--- src/hdl/cma_pkg.sv ---
// ----------------------------------------------------------------------------
// Calibrated moving average package
// Shared types, item codes and widths for the calibrated moving average block.
// ----------------------------------------------------------------------------
package cma_pkg;

  localparam int MAX_LENGTH_DEF = 64;
  localparam int CFG_W          = 7;
  localparam int ACC_W          = 48;
  localparam int CNT_W          = 16;
  localparam int DIV_W          = 48;
  localparam int DIV_CNT_W      = $clog2(DIV_W);
  localparam int Q_SHIFT        = 24;

  localparam logic [2:0] KIND_FILTER    = 3'd0;
  localparam logic [2:0] KIND_CAL_START = 3'd1;
  localparam logic [2:0] KIND_CAL_SAMPLE = 3'd2;
  localparam logic [2:0] KIND_CAL_END   = 3'd3;
  localparam logic [2:0] KIND_CAL_LOAD  = 3'd4;

  localparam logic [1:0] STATUS_OK       = 2'd0;
  localparam logic [1:0] STATUS_CAL_ZERO = 2'd1;
  localparam logic [1:0] STATUS_CNT_ZERO = 2'd2;

  typedef struct packed {
    logic [2:0]          kind;
    logic signed [15:0]  sample;
    logic signed [23:0]  calib_value;
  } in_item_t;

  typedef struct packed {
    logic signed [31:0]  filtered;
    logic signed [23:0]  calibration_out;
    logic [1:0]          status;
  } out_item_t;

  typedef struct packed {
    logic              start;
    logic [DIV_W-1:0]  dividend;
    logic [DIV_W-1:0]  divisor;
  } div_req_t;

  typedef struct packed {
    logic              done;
    logic [DIV_W-1:0]  quot;
    logic [DIV_W-1:0]  rem;
  } div_rsp_t;

  typedef enum logic [3:0] {
    ST_CLEAR,
    ST_IDLE,
    ST_DISP,
    ST_QDIV,
    ST_WRITE,
    ST_MODW,
    ST_SUM,
    ST_MDIV,
    ST_CDIV,
    ST_DONE
  } state_t;

endpackage

--- src/hdl/cma_div.sv ---
// ----------------------------------------------------------------------------
// Iterative unsigned divider
// Restoring divider that produces one quotient bit per cycle and reports the
// quotient and remainder with a one-cycle done pulse.
// ----------------------------------------------------------------------------
module cma_div (
  input  logic               clk,
  input  logic               rst_n,
  input  cma_pkg::div_req_t  req,
  output cma_pkg::div_rsp_t  rsp
);

  logic                          busy_r, busy_nxt;
  logic                          done_r, done_nxt;
  logic [cma_pkg::DIV_CNT_W-1:0] cnt_r, cnt_nxt;
  logic [cma_pkg::DIV_W-1:0]     quo_r, quo_nxt;
  logic [cma_pkg::DIV_W-1:0]     rem_r, rem_nxt;
  logic [cma_pkg::DIV_W-1:0]     dvs_r, dvs_nxt;
  logic [cma_pkg::DIV_W:0]       trial;
  logic [cma_pkg::DIV_W:0]       diff;

  always_comb begin
    busy_nxt = busy_r;
    done_nxt = 1'b0;
    cnt_nxt  = cnt_r;
    quo_nxt  = quo_r;
    rem_nxt  = rem_r;
    dvs_nxt  = dvs_r;
    trial    = {rem_r, quo_r[cma_pkg::DIV_W-1]};
    diff     = trial - {1'b0, dvs_r};
    if (req.start) begin
      busy_nxt = 1'b1;
      cnt_nxt  = '0;
      quo_nxt  = req.dividend;
      rem_nxt  = '0;
      dvs_nxt  = req.divisor;
    end else if (busy_r) begin
      if (!diff[cma_pkg::DIV_W]) begin
        rem_nxt = diff[cma_pkg::DIV_W-1:0];
        quo_nxt = {quo_r[cma_pkg::DIV_W-2:0], 1'b1};
      end else begin
        rem_nxt = trial[cma_pkg::DIV_W-1:0];
        quo_nxt = {quo_r[cma_pkg::DIV_W-2:0], 1'b0};
      end
      cnt_nxt = cnt_r + 1'b1;
      if (cnt_r == cma_pkg::DIV_CNT_W'(cma_pkg::DIV_W - 1)) begin
        busy_nxt = 1'b0;
        done_nxt = 1'b1;
      end
    end
  end

  always_ff @(posedge clk) begin
    if (!rst_n) begin
      busy_r <= 1'b0;
      done_r <= 1'b0;
    end else begin
      busy_r <= busy_nxt;
      done_r <= done_nxt;
    end
    cnt_r <= cnt_nxt;
    quo_r <= quo_nxt;
    rem_r <= rem_nxt;
    dvs_r <= dvs_nxt;
  end

  assign rsp.done = done_r;
  assign rsp.quot = quo_r;
  assign rsp.rem  = rem_r;

endmodule

--- src/hdl/calibrated_moving_average.sv ---
// ----------------------------------------------------------------------------
// Calibrated moving average
// Divides rotary samples by a calibration, keeps them in a ring store and
// reports the truncated mean of the first filter_length entries. Calibration
// items accumulate samples and divide the sum by their count.
// ----------------------------------------------------------------------------
//   Channel   Direction  Handshake             Payload
//   in_       input      in_valid / in_ready   cma_pkg::in_item_t
//   out_      output     out_valid / out_ready cma_pkg::out_item_t
//   cfg_      input      cfg_valid / cfg_ready filter_length, 7 bits
//
// After reset the ring store is cleared with in_ready low.
// A filter transaction makes three passes of the shared divider, two when the
// calibration is zero, and walks the first filter_length ring entries.
// A calibration end makes one divider pass unless its count is zero; other kinds make none.
// A new transaction is taken while the previous result waits on out_ready.
// ----------------------------------------------------------------------------
module calibrated_moving_average #(
  parameter int MAX_LENGTH = cma_pkg::MAX_LENGTH_DEF
) (
  input  logic                      clk,
  input  logic                      rst_n,
  input  logic                      in_valid,
  output logic                      in_ready,
  input  cma_pkg::in_item_t         in_data,
  output logic                      out_valid,
  input  logic                      out_ready,
  output cma_pkg::out_item_t        out_data,
  input  logic                      cfg_valid,
  output logic                      cfg_ready,
  input  logic [cma_pkg::CFG_W-1:0] cfg_data
);

  localparam int POS_W = (MAX_LENGTH > 1) ? $clog2(MAX_LENGTH) : 1;
  localparam int LEN_W = $clog2(MAX_LENGTH + 1);
  localparam int SUM_W = 33 + POS_W;
  localparam int AW    = cma_pkg::ACC_W;
  localparam int DW    = cma_pkg::DIV_W;

  localparam logic signed [DW:0] Q_MAX_EXT   = (DW + 1)'(32'sh7FFFFFFF);
  localparam logic signed [DW:0] Q_MIN_EXT   = (DW + 1)'(32'sh80000000);
  localparam logic signed [DW:0] CAL_MAX_EXT = (DW + 1)'(24'sh7FFFFF);
  localparam logic signed [DW:0] CAL_MIN_EXT = (DW + 1)'(24'sh800000);

  cma_pkg::state_t             state_r, state_nxt;
  cma_pkg::in_item_t           item_r, item_nxt;
  cma_pkg::out_item_t          res_r, res_nxt;
  cma_pkg::out_item_t          out_r, out_nxt;
  logic                        out_valid_r, out_valid_nxt;
  logic signed [AW-1:0]        acc_r, acc_nxt;
  logic [cma_pkg::CNT_W-1:0]   cnt_r, cnt_nxt;
  logic [POS_W-1:0]            pos_r, pos_nxt;
  logic [LEN_W-1:0]            len_r, len_nxt;
  logic [LEN_W-1:0]            idx_r, idx_nxt;
  logic signed [31:0]          q_r, q_nxt;
  logic                        sgn_r, sgn_nxt;
  logic signed [SUM_W-1:0]     sum_r, sum_nxt;
  logic                        pend_r, pend_nxt;

  logic [31:0]                 ring_mem [MAX_LENGTH];
  logic signed [31:0]          rd_data_r;
  logic                        mem_we;
  logic [POS_W-1:0]            mem_waddr;
  logic [31:0]                 mem_wdata;
  logic [POS_W-1:0]            mem_raddr;

  cma_pkg::div_req_t           div_req;
  cma_pkg::div_rsp_t           div_rsp;

  logic [31:0]                 cfg_ext;
  logic signed [16:0]          smp_ext;
  logic [16:0]                 smp_mag;
  logic [AW-1:0]               acc_mag;
  logic signed [AW:0]          smp_acc;
  logic signed [AW:0]          acc_sum;
  logic signed [SUM_W-1:0]     sum_add;
  logic [SUM_W-1:0]            sum_mag;
  logic signed [DW:0]          quot_s;
  logic                        out_free;

  function automatic logic signed [31:0] sat32(input logic signed [DW:0] v);
    if (v > Q_MAX_EXT) begin
      return 32'sh7FFFFFFF;
    end else if (v < Q_MIN_EXT) begin
      return 32'sh80000000;
    end
    return v[31:0];
  endfunction

  function automatic logic signed [23:0] sat24(input logic signed [DW:0] v);
    if (v > CAL_MAX_EXT) begin
      return 24'sh7FFFFF;
    end else if (v < CAL_MIN_EXT) begin
      return 24'sh800000;
    end
    return v[23:0];
  endfunction

  cma_div u_div (
    .clk   (clk),
    .rst_n (rst_n),
    .req   (div_req),
    .rsp   (div_rsp)
  );

  assign in_ready  = (state_r == cma_pkg::ST_IDLE);
  assign cfg_ready = 1'b1;
  assign out_valid = out_valid_r;
  assign out_data  = out_r;
  assign out_free  = !out_valid_r || out_ready;

  always_comb begin
    cfg_ext = 32'(cfg_data);
    if (cfg_ext == 32'd0) begin
      len_nxt = LEN_W'(1);
    end else if (cfg_ext > 32'(MAX_LENGTH)) begin
      len_nxt = LEN_W'(MAX_LENGTH);
    end else begin
      len_nxt = LEN_W'(cfg_ext);
    end
  end

  always_comb begin
    smp_ext = 17'(item_r.sample);
    smp_mag = smp_ext[16] ? 17'(-smp_ext) : 17'(smp_ext);
    acc_mag = acc_r[AW-1] ? (~acc_r + 1'b1) : acc_r;
    smp_acc = (AW + 1)'(item_r.sample) <<< 8;
    acc_sum = (AW + 1)'(acc_r) + smp_acc;
    sum_add = pend_r ? (sum_r + SUM_W'(rd_data_r)) : sum_r;
    sum_mag = sum_add[SUM_W-1] ? SUM_W'(-sum_add) : SUM_W'(sum_add);
    quot_s  = {1'b0, div_rsp.quot};
    if (sgn_r) begin
      quot_s = -quot_s;
    end
  end

  always_comb begin
    state_nxt = state_r;
    unique case (state_r)
      cma_pkg::ST_CLEAR: begin
        if (idx_r == LEN_W'(MAX_LENGTH - 1)) begin
          state_nxt = cma_pkg::ST_IDLE;
        end
      end
      cma_pkg::ST_IDLE: begin
        if (in_valid) begin
          state_nxt = cma_pkg::ST_DISP;
        end
      end
      cma_pkg::ST_DISP: begin
        unique case (item_r.kind)
          cma_pkg::KIND_FILTER: begin
            state_nxt = (acc_r == '0) ? cma_pkg::ST_WRITE : cma_pkg::ST_QDIV;
          end
          cma_pkg::KIND_CAL_END: begin
            state_nxt = (cnt_r == '0) ? cma_pkg::ST_DONE : cma_pkg::ST_CDIV;
          end
          default: begin
            state_nxt = cma_pkg::ST_DONE;
          end
        endcase
      end
      cma_pkg::ST_QDIV: begin
        if (div_rsp.done) begin
          state_nxt = cma_pkg::ST_WRITE;
        end
      end
      cma_pkg::ST_WRITE: begin
        state_nxt = cma_pkg::ST_MODW;
      end
      cma_pkg::ST_MODW: begin
        if (div_rsp.done) begin
          state_nxt = cma_pkg::ST_SUM;
        end
      end
      cma_pkg::ST_SUM: begin
        if (idx_r == len_r) begin
          state_nxt = cma_pkg::ST_MDIV;
        end
      end
      cma_pkg::ST_MDIV, cma_pkg::ST_CDIV: begin
        if (div_rsp.done) begin
          state_nxt = cma_pkg::ST_DONE;
        end
      end
      cma_pkg::ST_DONE: begin
        if (out_free) begin
          state_nxt = cma_pkg::ST_IDLE;
        end
      end
      default: begin
        state_nxt = cma_pkg::ST_IDLE;
      end
    endcase
  end

  always_comb begin
    item_nxt      = item_r;
    res_nxt       = res_r;
    out_nxt       = out_r;
    out_valid_nxt = out_valid_r && !out_ready;
    acc_nxt       = acc_r;
    cnt_nxt       = cnt_r;
    pos_nxt       = pos_r;
    idx_nxt       = idx_r;
    q_nxt         = q_r;
    sgn_nxt       = sgn_r;
    sum_nxt       = sum_r;
    pend_nxt      = pend_r;
    mem_we        = 1'b0;
    mem_waddr     = pos_r;
    mem_wdata     = q_r;
    mem_raddr     = idx_r[POS_W-1:0];
    div_req       = '0;

    unique case (state_r)
      cma_pkg::ST_CLEAR: begin
        mem_we    = 1'b1;
        mem_waddr = idx_r[POS_W-1:0];
        mem_wdata = '0;
        idx_nxt   = idx_r + 1'b1;
      end
      cma_pkg::ST_IDLE: begin
        if (in_valid) begin
          item_nxt = in_data;
        end
      end
      cma_pkg::ST_DISP: begin
        res_nxt = '0;
        unique case (item_r.kind)
          cma_pkg::KIND_FILTER: begin
            if (acc_r == '0) begin
              q_nxt          = '0;
              res_nxt.status = cma_pkg::STATUS_CAL_ZERO;
            end else begin
              div_req.start    = 1'b1;
              div_req.dividend = DW'({smp_mag, {cma_pkg::Q_SHIFT{1'b0}}});
              div_req.divisor  = DW'(acc_mag);
              sgn_nxt          = item_r.sample[15] ^ acc_r[AW-1];
            end
          end
          cma_pkg::KIND_CAL_START: begin
            acc_nxt = '0;
            cnt_nxt = '0;
          end
          cma_pkg::KIND_CAL_SAMPLE: begin
            if (acc_sum[AW] != acc_sum[AW-1]) begin
              acc_nxt = {acc_sum[AW], {(AW - 1){~acc_sum[AW]}}};
            end else begin
              acc_nxt = acc_sum[AW-1:0];
            end
            if (cnt_r != '1) begin
              cnt_nxt = cnt_r + 1'b1;
            end
          end
          cma_pkg::KIND_CAL_END: begin
            if (cnt_r == '0) begin
              acc_nxt        = '0;
              res_nxt.status = cma_pkg::STATUS_CNT_ZERO;
            end else begin
              div_req.start    = 1'b1;
              div_req.dividend = DW'(acc_mag);
              div_req.divisor  = DW'(cnt_r);
              sgn_nxt          = acc_r[AW-1];
            end
          end
          cma_pkg::KIND_CAL_LOAD: begin
            acc_nxt                 = AW'(item_r.calib_value);
            res_nxt.calibration_out = item_r.calib_value;
          end
          default: begin
            res_nxt = '0;
          end
        endcase
      end
      cma_pkg::ST_QDIV: begin
        if (div_rsp.done) begin
          q_nxt = sat32(quot_s);
        end
      end
      cma_pkg::ST_WRITE: begin
        mem_we           = 1'b1;
        div_req.start    = 1'b1;
        div_req.dividend = DW'({1'b0, pos_r} + 1'b1);
        div_req.divisor  = DW'(len_r);
      end
      cma_pkg::ST_MODW: begin
        if (div_rsp.done) begin
          pos_nxt  = div_rsp.rem[POS_W-1:0];
          idx_nxt  = '0;
          sum_nxt  = '0;
          pend_nxt = 1'b0;
        end
      end
      cma_pkg::ST_SUM: begin
        sum_nxt = sum_add;
        if (idx_r != len_r) begin
          idx_nxt  = idx_r + 1'b1;
          pend_nxt = 1'b1;
        end else begin
          pend_nxt         = 1'b0;
          div_req.start    = 1'b1;
          div_req.dividend = DW'(sum_mag);
          div_req.divisor  = DW'(len_r);
          sgn_nxt          = sum_add[SUM_W-1];
        end
      end
      cma_pkg::ST_MDIV: begin
        if (div_rsp.done) begin
          res_nxt.filtered = quot_s[31:0];
        end
      end
      cma_pkg::ST_CDIV: begin
        if (div_rsp.done) begin
          acc_nxt                 = AW'(sat24(quot_s));
          res_nxt.calibration_out = sat24(quot_s);
        end
      end
      cma_pkg::ST_DONE: begin
        if (out_free) begin
          out_nxt       = res_r;
          out_valid_nxt = 1'b1;
        end
      end
      default: begin
        div_req = '0;
      end
    endcase
  end

  always_ff @(posedge clk) begin
    if (mem_we) begin
      ring_mem[mem_waddr] <= mem_wdata;
    end
    rd_data_r <= ring_mem[mem_raddr];
  end

  always_ff @(posedge clk) begin
    if (!rst_n) begin
      state_r     <= cma_pkg::ST_CLEAR;
      out_valid_r <= 1'b0;
      acc_r       <= AW'(256);
      cnt_r       <= '0;
      pos_r       <= '0;
      len_r       <= LEN_W'(MAX_LENGTH);
      idx_r       <= '0;
      pend_r      <= 1'b0;
    end else begin
      state_r     <= state_nxt;
      out_valid_r <= out_valid_nxt;
      acc_r       <= acc_nxt;
      cnt_r       <= cnt_nxt;
      pos_r       <= pos_nxt;
      len_r       <= (cfg_valid && cfg_ready) ? len_nxt : len_r;
      idx_r       <= idx_nxt;
      pend_r      <= pend_nxt;
    end
    item_r <= item_nxt;
    res_r  <= res_nxt;
    out_r  <= out_nxt;
    q_r    <= q_nxt;
    sgn_r  <= sgn_nxt;
    sum_r  <= sum_nxt;
  end

endmodule
--- config.mk ---
export PLATFORM = sky130hd
export DESIGN_NAME = calibrated_moving_average
export DESIGN_NICKNAME = d
export VERILOG_FILES = /design/src/hdl/cma_pkg.sv /design/src/hdl/cma_div.sv /design/src/hdl/calibrated_moving_average.sv
export SDC_FILE = /design/constraint.sdc
export NUM_CORES = 2
export LEC_CHECK = 0
export BUFFER_PORTS_ARGS = -buffer_cell sky130_fd_sc_hd__buf_2
export CORE_MARGIN = 2
export CORE_UTILIZATION = 30
export DETAILED_ROUTE_END_ITERATION = 7
export MAX_ROUTING_LAYER = met4
export PLACE_DENSITY = 0.56
export SETUP_SLACK_MARGIN = 0.15
export SKIP_LAST_GASP = 1
export SLEW_MARGIN = 10
export SYNTH_ARGS = -nofsm -noshare
export SYNTH_HDL_FRONTEND = slang
export SYNTH_HIERARCHICAL = 1
export SYNTH_SLANG_ARGS = --single-unit
--- constraint.sdc ---
create_clock -name clk -period 6 [get_ports clk]
set_input_delay 0 -clock clk [delete_from_list [all_inputs] [get_ports clk]]
set_output_delay 0 -clock clk [all_outputs]
set_load 0.02 [all_outputs]
; ---- Word-level counts from Yosys, hierarchy flattened
; Memories as Yosys holds them, arrays and structs flattened. A register that Yosys moved wholly into a read port is not among the register bits.
; Cells that the tools add are included.
[totals]
inputBits = 55
reg_bits = 473
out_inout_bits = 61
mem_bits_rw = 2048
wordCells = 202
memories = 1
[op_classes]
n_eq_ne = 38
n_mux = 84
bitwise = 5
magnitude_cmp = 5
n_reduce_logical = 32
n_addsub = 11
[memory_table]
columns = memory, words, width, read_ports, rd_clocked_by_memory_dff, wr, line
row1 = ring_mem, 64, 32, 1, 1, 1, calibrated_moving_average.sv:60  ; logic [31:0] ring_mem [MAX_LENGTH];
[ops]
columns = cell, count
row1 = 48-bit 2-to-1 mux, 7
row2 = 97-bit 2-to-1 mux, 3
row3 = 97-bit one-hot mux with 3 select lines, 1
row4 = 32-bit 2-to-1 mux, 8
row5 = 97-bit one-hot mux with 2 select lines, 1
row6 = 48-bit one-hot mux with 4 select lines, 1
row7 = 32-bit one-hot mux with 2 select lines, 2
row8 = 24-bit 2-to-1 mux, 5
row9 = 39-bit 2-to-1 mux, 3
row10 = 48-bit one-hot mux with 2 select lines, 1
row11 = 39-bit one-hot mux with 2 select lines, 1
row12 = 48-bit by 24-bit adder with 49-bit output, 1
row13 = "49-bit by 24-bit greater-than comparator with 1-bit output, second input constant", 1
row14 = "49-bit by 32-bit greater-than comparator with 1-bit output, second input constant", 1
row15 = "49-bit by 24-bit < comparator with 1-bit output, second input constant", 1
row16 = "49-bit by 32-bit < comparator with 1-bit output, second input constant", 1
row17 = 49-bit 2-to-1 mux, 1
row18 = 48-bit negator with 49-bit output, 1
row19 = 49-bit by 48-bit subtractor with 49-bit output, 1
row20 = "48-bit by 1-bit adder with 48-bit output, second input constant", 1
row21 = 48-bit logical NOT, 1
row22 = 48-bit NOT, 1
row23 = 24-bit one-hot mux with 2 select lines, 1
row24 = 39-bit by 32-bit adder with 39-bit output, 1
row25 = other kinds (57), 129

; ---- Longest topological paths before layout
[logic_depth]
word_depth = 10
mapped_depth = 20
depth_no_buf = 18

; ---- Hierarchy
; Netlist, hierarchy kept.
[by_module_without_submodules]
columns = mod, cells_each, area_per_inst_um2, instances
row1 = calibrated_moving_average, 5573, 100620.3, 1
row2 = cma_div, 884, 8700.8, 1

; ---- Worst setup path after synthesis
; Ideal clock, no wire load.
[synth_path]
path_kind = register -> register
startpoint = register acc_r[8]
endpoint = register u_div/quo_r[0] (netlist name) (enable)
path_stages_with_launch = 17
required_ns = 5.527
setup_slack_ns = -0.218
period_less_slack_ns = 6.218
n_path_buf = 5
t_arrival_ns = 5.746
path_cell_list = dfxtp_1 -> or4_1 -> or3_1 -> or3_1 -> clkbuf_1 -> nor3b_1 -> nand4_1 -> or4_1 -> and2_1 -> clkbuf_1 -> nand2_1 -> clkbuf_1 -> nand2_1 -> clkbuf_1 -> nor2_1 -> clkbuf_1 -> inv_1
[synth_rtl]
columns = item, line
row1 = from (decl), calibrated_moving_average.sv:50  ; logic signed [AW-1:0] acc_r, acc_nxt;
row2 = from (signal assigned), calibrated_moving_average.sv:351  ; acc_r <= acc_nxt;
row3 = to (signal assigned), cma_div.sv:62  ; quo_r <= quo_nxt;
row4 = to (decl), cma_div.sv:16  ; logic [cma_pkg::DIV_W-1:0] quo_r, quo_nxt;

==> impl_metrics.yaml <==
worst_setup_path:
  reg2regPathDepth: 14
  critPathMaxFanout: 57
  critPathMaxStageDelay_ps: 570
  worst-setup-path-type: "flop to flop"
  rrSetupSlack_ps: 810
  worstPathRequired_ps: 6710
  startpoint_type: "flop"
  crit_chain: "or4_1 -> or3_1 -> or3_1 -> nor3b_1 -> nand4_1 -> or4_1 -> and2_1 -> buf_4 -> nand2_1 -> nand2_8 -> buf_4 -> nor4bb_1 -> o21ai_0 -> o311ai_0"
  endpoint_kind: "flop"
  slowest_stage: "or4_1"
  r2r_start: "acc_r[9]$_SDFFE_PN0P_"
  r2r_end: "u_div/rem_r[47]$_SDFFE_PP0P_"
  arrival_ps: 5900
grt:
  overflow: 0
  grt_pass1_wl_mm: 454
  antenna_found_initial: 17
  grt_use_total_pct: 17.3
  grt_max_degree: 131
  grt_pass1_vias: 62510
floorplanning:
  die_x_um: 608
  num_io_pins: 116
  die_h_um: 608
  core_area_um2: 363000
  rows: 221
  initial_utilization_pct: 30.2
  die_area_um2: 369000
logic_synthesis:
  synth-adder-area-share_pct: 1.61
  yosysTopAreaCell: "edfxtp_1"
  post_synth_and_or_nand_nor_area_fraction_pct: 5.56
  yosys.area_share.xor_xnor_pct: 2.14
  synth_area_um2: 109000
  synth-edff-count: 2375
  synth.distinct_cells: 94
  synth_area_leaders: "edfxtp_1 65%, mux4_2 14%, dfxtp_1 3.3%, ha_1 1.6%, nor2_1 1.5%"
  ys_ff_latch: 2553
  synthArstFlopShare_pct: 0
  synth-compound-area-share_pct: 5.85
  synth_ff_type: "edfxtp_1"
  seq_area_frac_synth_pct: 68.5
  syn-num-nets: 6651
  ys_warn_count: 6
  synth_top_area_share_pct: 65.2
  synth_area_per_cell_um2: 16.9
  synth_top_family_by_area: "multiplexers"
  synth_cells: 6457
  synth.area.mux_share_pct: 14.7
min_path:
  hold_depth: 4
  hp-start: "cfg_valid"
  min_to: "len_r[6]$_SDFFE_PN1P_"
  hp-class: "primary input to flop"
power:
  peakVddDrop_v: 0.000334
  power_density_nw_per_um2: 457
  p_leak_nw: 40.4
  power_mw: 58.1
clocking:
  clk_latency_ps: 890
  cts_tree: "yes"
  htree_levels: 5
  cts_buffers: 282
  path_clk_slew_ps: 70
  cts.path.max_buffers: 4
  clock-sinks: 2553
  cts-root-buf: "clkbuf_16"
finish:
  area_growth_pct: 16.2
  mostFrequentLayoutCells: "2375 x edfxtp_1, 672 x mux4_2, 376 x nor2_1"
  layout.nets: 7005
  layout-drive-gt1-share_pct: 22.2
  layout_commonest_cell: "edfxtp_1"
  stdcell_count: 11830
timing:
  period_share_pct: 86.5
  skew_ps: 114
  rsz0062_at_grt: "no"
  fin_setup_tns_ps: 0
  finalSetupViolCount: 0
  hold_viol_final: 0
  finalCriticalPeriod_ps: 5190
  drv_slew: 0
  relSlewSlack_pct: 19.4
  fmax_mhz: 193
  tightest_slew_ps: 1210
drt:
  antenna_left: 0
  drt-pass1-iter-count: 8
  drtIter0Drc: 7430
  drc: 0
  vias: 62750
  route.detailed.wl_per_inst_um: 27.0
  via_per_inst: 5.30
  wirelength_mm: 320
placement:
  gp_congestion: 0.917
  dp_hpwl_mm: 199
  port_buffers: 114
  placed_cells: 11211
flow_run:
  drv_cap: 0
status:
  outcome: "finished, final reports clean"
[through the flow]
| stage | area (um^2) | setup slack, ps | hold WS (ps) | util [%] |
|---|---|---|---|---|
| floorplan | 109000 | 199 | 98.9 | - |
| global placement | 117000 | 810 | 179 | 32.3 |
| detailed placement | 117000 | 883 | 178 | 32.3 |
| CTS | 127000 | 869 | 39.0 | 35.0 |
| global route | 127000 | 361 | 150 | 35.0 |
| finish | 127000 | 808 | 107 | 35.0 |
[cell type report]
class / instances / area [um^2]
clock buffer: 358 / 7580
fill: 33923 / 236000
sequential: 2553 / 74900
multi-input combinational: 3442 / 33500
tap: 4794 / 6000
clock inverter: 142 / 1370
timing repair buffer: 409 / 3190
inverter: 123 / 462
antenna: 9 / 22.5
[sequential cells by signal, indices dropped and copies added (netlist names)]
register / flops
acc_r: 48
ring_mem: 2048
out_valid: 1
sgn_r: 1
u_div/quo_r: 48
out_data: 58
q_r: 32
u_div/rem_r: 48
pend_r: 1
sum_r: 39
pos_r: 6
u_div/busy_r: 1
idx_r: 7
u_div/cnt_r: 6
state_r: 4
u_div/dvs_r: 48
rd_data_r: 32
res_r: 58
len_r: 7
cnt_r: 16
item_r: 43
u_div/done_r: 1
[power by group]
part	internal [mW]	total (mW)	switching, mW
registers	22.7	23.2	0.595
clock network	9.89	17.0	7.11
logic	6.45	17.8	11.4
[synthesized netlist by cell type (18+ instances only)]
master,n
nor2b_1,87
or3_1,32
nor2_1,441
a311oi_1,27
nand2_1,354
o21a_1,20
buf_1,70
o22ai_1,31
a21o_1,62
o21bai_1,31
and2_1,30
a31oi_1,35
a21oi_1,278
dfxtp_1,178
xor2_1,131
mux2_2,55
o211ai_1,23
and3_1,21
a211oi_1,46
nand2b_1,43
o21ai_0,205
xnor2_1,134
edfxtp_1,2375
nor3_1,56
nand4_1,38
o21ai_1,18
o31ai_1,49
clkbuf_1,248
nand3_1,64
ha_1,136
inv_1,122
mux4_2,672
nor4_1,29
mux2i_1,35
[how the worst max path moves through the flow]
stage / from / end / slack [ps]
floorplan: acc_r[8]$_SDFFE_PN1P_ / u_div/quo_r[0]$_DFFE_PP_ / 200
global placement: sum_r[16]$_SDFFCE_PN0P_ / u_div/quo_r[37]$_DFFE_PP_ / 810
detailed placement: sum_r[16]$_SDFFCE_PN0P_ / u_div/quo_r[37]$_DFFE_PP_ / 880
CTS: sum_r[16]$_SDFFCE_PN0P_ / u_div/quo_r[37]$_DFFE_PP_ / 870
global route: sum_r[16]$_SDFFCE_PN0P_ / u_div/quo_r[37]$_DFFE_PP_ / 360
finish: acc_r[9]$_SDFFE_PN0P_ / u_div/rem_r[47]$_SDFFE_PP0P_ / 810
[routing by layer]
metal / vias up / global-route usage, % / share of wire [%]
li1: 26644 / - / -
met1: 33186 / 22.8 / 42
met2: 2436 / 28.4 / 49
met3: 484 / 2.11 / 6.3
met4: 0 / 4.42 / 2.6
met5: - / - / 0
[logic make-up after synthesis]
group                      after synthesis
and+or+nand+nor                       1285
buffers and inverters                  462
xor gates and xnor gates               266
muxes                                  762
adders and majority gates              139
other                                    1
DFF                                   2553
AOI/OAI and AO/OA                      989
[critical path: cells and delay by family, from the launching register on]
family / cells / cell delay, ps
and+or+nand+nor: 10 / 3680
DFF: 1 / 380
buffers and inverters: 2 / 650
AOI/OAI and AO/OA: 2 / 250
[repair_timing]
item	in CTS	in global routing
hold buffers	110	0
resized for setup	0	0
buffers inserted	0	0
hold endpoints to repair	85	0
endpoints found under the setup margin	0	0
No activity file was read; power rests on OpenSTA's default activity.
